**src/rtl/core/assert_macros.svh**
```systemverilog
// Assertion helpers for the core RTL.
`ifndef ASSERT_MACROS_SVH
`define ASSERT_MACROS_SVH
`ifndef SYNTHESIS
`define ASSERT_IMPL(label, clk, rst, prop) \
   label: assert property (@(posedge clk) disable iff (rst) prop) else $error("%m failed");
`define ASSERT_ALWAYS(label, clk, prop) \
   label: assert property (@(posedge clk) prop) else $error("%m failed");
`else
`define ASSERT_IMPL(label, clk, rst, prop)
`define ASSERT_ALWAYS(label, clk, prop)
`endif
`endif

```
**src/rtl/core/hcb_pkg.sv**
```systemverilog
package hcb_pkg;
   localparam int CfgIdxWidth = 3;
   localparam int CfgWidth    = 32;
   localparam int AngFrac     = 30;
   localparam int AngWidth    = 36;
   localparam int CordicSteps = 30;
   localparam int StepWidth   = 5;
   localparam int ScaleDiv    = 100000;

   localparam logic [CfgIdxWidth-1:0] REG_MAP_OFFSET  = 3'd0;
   localparam logic [CfgIdxWidth-1:0] REG_MAP_DAMPING = 3'd1;
   localparam logic [CfgIdxWidth-1:0] REG_KEY_NEWEST  = 3'd2;
   localparam logic [CfgIdxWidth-1:0] REG_KEY_MIDDLE  = 3'd3;
   localparam logic [CfgIdxWidth-1:0] REG_KEY_OLDEST  = 3'd4;

   localparam logic signed [AngWidth-1:0] PI_Q30      = 36'sd3373259426;
   localparam logic signed [AngWidth-1:0] TWO_PI_Q30  = 36'sd6746518852;
   localparam logic signed [AngWidth-1:0] HALF_PI_Q30 = 36'sd1686629713;
   localparam logic signed [AngWidth-1:0] CORDIC_K    = 36'sd652032874;
   localparam logic signed [AngWidth-1:0] ONE_Q30     = 36'sd1073741824;
   localparam logic [63:0] TWO_PI_Q61 = 64'hC90FDAA22168C234;

   // Datapath commands issued by the controller.
   typedef struct packed {
      logic load_item;   // capture input byte, reload keys on restart
      logic prep;        // form half difference
      logic reduce_step; // one conditional subtract or add of a period multiple
      logic fold;        // fold angle and seed CORDIC
      logic rotate;      // one CORDIC iteration
      logic box;         // quantize, encrypt, latch result, load offset
      logic mul_sq;      // x1*x1 product
      logic mul_bx;      // b*x2 product; subtract the rounded x1*x1
      logic update;      // sum, saturate, shift the state
   } hcb_cmd_type;

   typedef struct packed {
      logic reduce_done;
      logic rotate_done;
   } hcb_stat_type;

   function automatic logic signed [AngWidth-1:0] atan_q30(input logic [StepWidth-1:0] i);
      logic signed [AngWidth-1:0] v;
      case (i)
         5'd0: v = 36'sd843314857;
         5'd1: v = 36'sd497837829;
         5'd2: v = 36'sd263043837;
         5'd3: v = 36'sd133525159;
         5'd4: v = 36'sd67021687;
         5'd5: v = 36'sd33543516;
         5'd6: v = 36'sd16775851;
         5'd7: v = 36'sd8388437;
         5'd8: v = 36'sd4194283;
         5'd9: v = 36'sd2097149;
         default: v = 36'sd1 <<< (AngFrac - i);
      endcase
      return v;
   endfunction

   function automatic logic [7:0] key_byte(input logic [3:0] k);
      logic [7:0] v;
      case (k)
         4'd0: v = 8'd1;
         4'd1: v = 8'd7;
         4'd2: v = 8'd49;
         4'd3: v = 8'd88;
         4'd4: v = 8'd106;
         4'd5: v = 8'd232;
         4'd6: v = 8'd94;
         4'd7: v = 8'd148;
         4'd8: v = 8'd16;
         4'd9: v = 8'd112;
         4'd10: v = 8'd19;
         default: v = 8'd1;
      endcase
      return v;
   endfunction

   // Output bit 7-j takes bit 7-p[j], p = 7,5,4,6,3,1,2,0.
   function automatic logic [7:0] permute(input logic [7:0] m);
      return {m[0], m[2], m[3], m[1], m[4], m[6], m[5], m[7]};
   endfunction
endpackage

```
**src/rtl/core/hcb_ctrl.sv**
```systemverilog
module hcb_ctrl (
   input  logic                 clock,
   input  logic                 reset,
   input  logic                 req_tvalid,
   output logic                 req_tready,
   output logic                 rsp_tvalid,
   input  logic                 rsp_tready,
   input  hcb_pkg::hcb_stat_type stat,
   output hcb_pkg::hcb_cmd_type  cmd
);
   import hcb_pkg::*;

   typedef enum logic [3:0] {
      ST_IDLE, ST_PREP, ST_REDUCE, ST_FOLD, ST_ROTATE, ST_BOX,
      ST_MUL_SQ, ST_MUL_BX, ST_UPDATE, ST_HOLD
   } state_type;

   state_type state_ff, state_in;
   logic      rsp_valid_ff, rsp_valid_in;

   // Step through one byte; the result waits in ST_HOLD only if the prior beat is unread.
   always_comb begin
      state_in = state_ff;
      rsp_valid_in = rsp_valid_ff;
      cmd = '0;
      if (rsp_valid_ff && rsp_tready) rsp_valid_in = 1'b0;
      unique case (state_ff)
         ST_IDLE: if (req_tvalid) begin
            cmd.load_item = 1'b1;
            state_in = ST_PREP;
         end
         ST_PREP: begin
            cmd.prep = 1'b1;
            state_in = ST_REDUCE;
         end
         ST_REDUCE: begin
            cmd.reduce_step = 1'b1;
            if (stat.reduce_done) state_in = ST_FOLD;
         end
         ST_FOLD: begin
            cmd.fold = 1'b1;
            state_in = ST_ROTATE;
         end
         ST_ROTATE: begin
            cmd.rotate = 1'b1;
            if (stat.rotate_done) state_in = ST_HOLD;
         end
         ST_HOLD: if (!rsp_valid_in) begin
            cmd.box = 1'b1;
            rsp_valid_in = 1'b1;
            state_in = ST_MUL_SQ;
         end
         ST_MUL_SQ: begin
            cmd.mul_sq = 1'b1;
            state_in = ST_MUL_BX;
         end
         ST_MUL_BX: begin
            cmd.mul_bx = 1'b1;
            state_in = ST_UPDATE;
         end
         ST_UPDATE: begin
            cmd.update = 1'b1;
            state_in = ST_IDLE;
         end
         ST_BOX: state_in = ST_IDLE;
         default: state_in = ST_IDLE;
      endcase
   end

   always_ff @(posedge clock) begin
      if (reset) begin
         state_ff <= ST_IDLE;
         rsp_valid_ff <= 1'b0;
      end else begin
         state_ff <= state_in;
         rsp_valid_ff <= rsp_valid_in;
      end
   end

   assign req_tready = (state_ff == ST_IDLE);
   assign rsp_tvalid = rsp_valid_ff;
endmodule

```
**config.mk**
```make
export PLATFORM = sky130hd
export DESIGN_NAME = hcb_ctrl
export DESIGN_NICKNAME = d
export VERILOG_FILES = /design/src/rtl/core/assert_macros.svh /design/src/rtl/core/hcb_pkg.sv /design/src/rtl/core/hcb_ctrl.sv
export SDC_FILE = /design/constraint.sdc
export NUM_CORES = 1
export LEC_CHECK = 0
export ABC_AREA = 1
export BUFFER_PORTS_ARGS = -buffer_cell sky130_fd_sc_hd__buf_4
export CAP_MARGIN = 15
export CORE_AREA = 5 5 42 44
export DETAILED_ROUTE_END_ITERATION = 8
export DIE_AREA = 0 0 47 49
export PLACE_DENSITY = 0.57
export SYNTH_ARGS = -nofsm -noshare
export SYNTH_HDL_FRONTEND = slang
export SYNTH_SLANG_ARGS = --single-unit
```
**constraint.sdc**
```tcl
create_clock -name clock -period 1.2 [get_ports clock]
set_input_delay 0.24 -clock clock [delete_from_list [all_inputs] [get_ports clock]]
set_output_delay 0.24 -clock clock [all_outputs]
set_load 0.005 [all_outputs]
```
==> flow_metrics.env <==
export IMPL_cap_violations=0
export IMPL_floorplan_initialDensity=0.271
export IMPL_cts_sinks=5
export IMPL_wire_per_inst_um=10.1
export IMPL_vias=482
export IMPL_cpLargestDelayFamily="flip-flops"
export IMPL_cts_root_buf="clkbuf_4"
export IMPL_rsz0062_at_grt="true"
export IMPL_r2r_end="state_ff[3]$_SDFFE_PP0P_"
export IMPL_dp_hpwl_um=780
export IMPL_rrSetupSlack_ns=-0.03
export IMPL_hold_viol=0
export IMPL_clkLatencyLatePin_ns=0.24
export IMPL_viasPerCell=4.34
export IMPL_crit_buf_inv=3
export IMPL_cts_clk_slew_worst_paths_ns=0.04
export IMPL_reg2reg_depth=9
export IMPL_placed_cell_area_um2=519
export IMPL_cts_tree="done"
export IMPL_cp_startpoint="state_ff[2]$_SDFFE_PP0P_"
export IMPL_yosysWarnings=0
export IMPL_dieArea_um2=2300
export IMPL_slowest_delay_ns=0.39
export IMPL_die_x_um=47
export IMPL_first_pass_iters=3
export IMPL_period_share=1.11
export IMPL_final_max_slew_viol_count=0
export IMPL_cts_hold_buffers=0
export IMPL_ys_types=12
export IMPL_ys_seq_area_frac=0.264
export IMPL_core_area_um2=1400
export IMPL_finalWirelength_um=1120
export IMPL_die_h_um=49
export IMPL_critPathSlowestCell="dfxtp_4"
export IMPL_n_antenna_cell=0
export IMPL_grt_usage=0.0999
export IMPL_nFillCells=155
export IMPL_violations="negative setup slack"
export IMPL_grt_max_degree=8
export IMPL_fin_skew_ns=0.00283
export IMPL_path_cells="inv_4, nor2_4, inv_2, nor2_2, buf_4"
export IMPL_ios=17
export IMPL_tns_ns=-0.885
export IMPL_io_buffers=16
export IMPL_synth_net_count=75
export IMPL_crit_required_ns=0.96
export IMPL_clockBufferDepth=2
export IMPL_grt_overflow=0
export IMPL_crit_path_max_fanout=5
export IMPL_numCtsBuffers=3
export IMPL_worst_ep_arrival_time_ns=1.09
export IMPL_worstMarginPinSlew_ns=0.192
export IMPL_timing_final_crit_period_ns=1.33
export IMPL_ant_nets=0
export IMPL_peakVddDrop_mv=1.24
export IMPL_critical_path_endpoint="cmd[4]"
export IMPL_first_global_vias=422
export IMPL_fin_ws_ns=-0.127
export IMPL_timing_fmax_mhz=753
export IMPL_drtIter0Drc=5
export IMPL_grt_pass1_wl_um=1700
export IMPL_critPathLaunchType="flip-flop"
export IMPL_antenna_found_initial=0
export IMPL_hp_class="in2reg"
export IMPL_synth_avg_cell_area_um2=5.49
export IMPL_p_leak_nw=0.357
export IMPL_outcome="finished with violations"
export IMPL_syn_to_final_growth_pct=86.5
export IMPL_netlist_area_um2=379
export IMPL_worst_path_stages=5
export IMPL_r2r_start="state_ff[0]$_SDFFE_PP0P_"
export IMPL_crit_path_end_kind="output pin"
export IMPL_p_per_area_nw_per_um2=2700
export IMPL_final_area_um2=707
export IMPL_setup_viol=14
export IMPL_layout_drive_gt1_share=0.621
export IMPL_drc=0
export IMPL_gp_congestion=0.849
export IMPL_synthCells=69
export IMPL_nets=102
export IMPL_htree_levels=1
export IMPL_synth_seq_cells=5
export IMPL_rows=14
export IMPL_worstSetupPathType="reg2out"
export IMPL_timing_slew_headroom=0.872
==> metal layers <==
| layer | wire [um] | part of all wire | global-route usage |
|---|---|---|---|
| met1 | 444 | 0.40 | 0.132 |
| met2 | 591 | 0.53 | 0.140 |
| met3 | 64 | 0.057 | 0.0295 |
| met4 | 22 | 0.020 | 0.0553 |
| met5 | 0 | 0 | 0 |
==> flip-flops by register name, indices dropped and copies added, names as in the netlist <==
register	count
rsp_tvalid	1
state_ff	4
==> through the flow <==
step / total power [mW] / worst slack (ns) / std cells / utilization / hold slack, ns
CTS: 1.76 / -0.108 / 109 / 0.462 / 0.156
finish: 1.91 / -0.127 / 111 / 0.504 / 0.164
global route: 2.08 / -0.188 / 111 / 0.504 / 0.155
floorplan: 0.916 / 0.140 / 69 / - / 0.309
global placement: 1.23 / -0.0115 / 101 / 0.371 / 0.407
detailed placement: 1.23 / 0.0104 / 101 / 0.371 / 0.410
==> placed cells by master (no fill, tap or decap) <==
cell type / instances
inv_4: 3
clkbuf_4: 3
dfxtp_1: 1
nor3_2: 2
nor2_1: 9
a21oi_1: 1
inv_2: 5
o22ai_1: 1
nor2_4: 8
buf_6: 5
nand3_2: 1
nand3_1: 3
buf_4: 17
nor2_2: 7
inv_1: 7
clkbuf_1: 1
nand2_2: 4
dfxtp_4: 4
nand2_1: 13
==> cell type report <==
class,count,area (um^2),area share
multi-input combinational,49,298,0.421
inverter,15,63.8,0.0903
tap,16,20.0,0.0283
sequential,5,115,0.163
clock buffer,4,26.3,0.0372
timing repair buffer,22,184,0.260
==> cells by family after synthesis <==
logic type / after synthesis / share of synthesized area
buf+inv: 15 / 0.149
compound gates: 2 / 0.0297
simple gates: 47 / 0.558
flops: 5 / 0.264
==> cell usage after synthesis <==
library cell,n,area (um^2)
nor2_1,17,63.8
nand2_1,15,56.3
inv_1,12,45.0
nor2_2,6,37.5
dfxtp_1,5,100
nand3_1,4,20.0
inv_2,3,11.3
nand2_2,2,12.5
nor3_1,2,10.0
a21oi_1,1,5.00
nor2_4,1,11.3
o22ai_1,1,6.26
==> what timing repair did <==
| item | 4_1_cts | 5_1_grt |
|---|---|---|
| buffers inserted | 4 | 2 |
| pin swaps | 4 | 11 |
| setup endpoints to repair | 10 | 14 |
| gates cloned | 0 | 0 |
| resized for setup | 27 | 14 |
==> worst min-delay path by stage <==
stage	from	cells past startpoint	slack, ns	endpoint
6_report	reset	2	0.16	rsp_tvalid$_SDFF_PP0_
5_1_grt	reset	2	0.16	rsp_tvalid$_SDFF_PP0_
4_1_cts	reset	2	0.16	rsp_tvalid$_SDFF_PP0_
3_5_place_dp	reset	2	0.41	rsp_tvalid$_SDFF_PP0_
3_3_place_gp	reset	2	0.41	rsp_tvalid$_SDFF_PP0_
2_1_floorplan	reset	1	0.31	rsp_tvalid$_SDFF_PP0_
==> worst reg2reg max path: cells and delay by family (launching register included) <==
family	cells	cell delay (ns)
buffers and inverters	2	0.21
and+or+nand+nor	7	0.53
DFF	1	0.39
==> power by group <==
group | internal [mW] | switching (mW)
registers | 0.274 | 0.162
clock network | 0.126 | 0.0665
logic | 0.592 | 0.688
(Power assumes the default switching activity.)
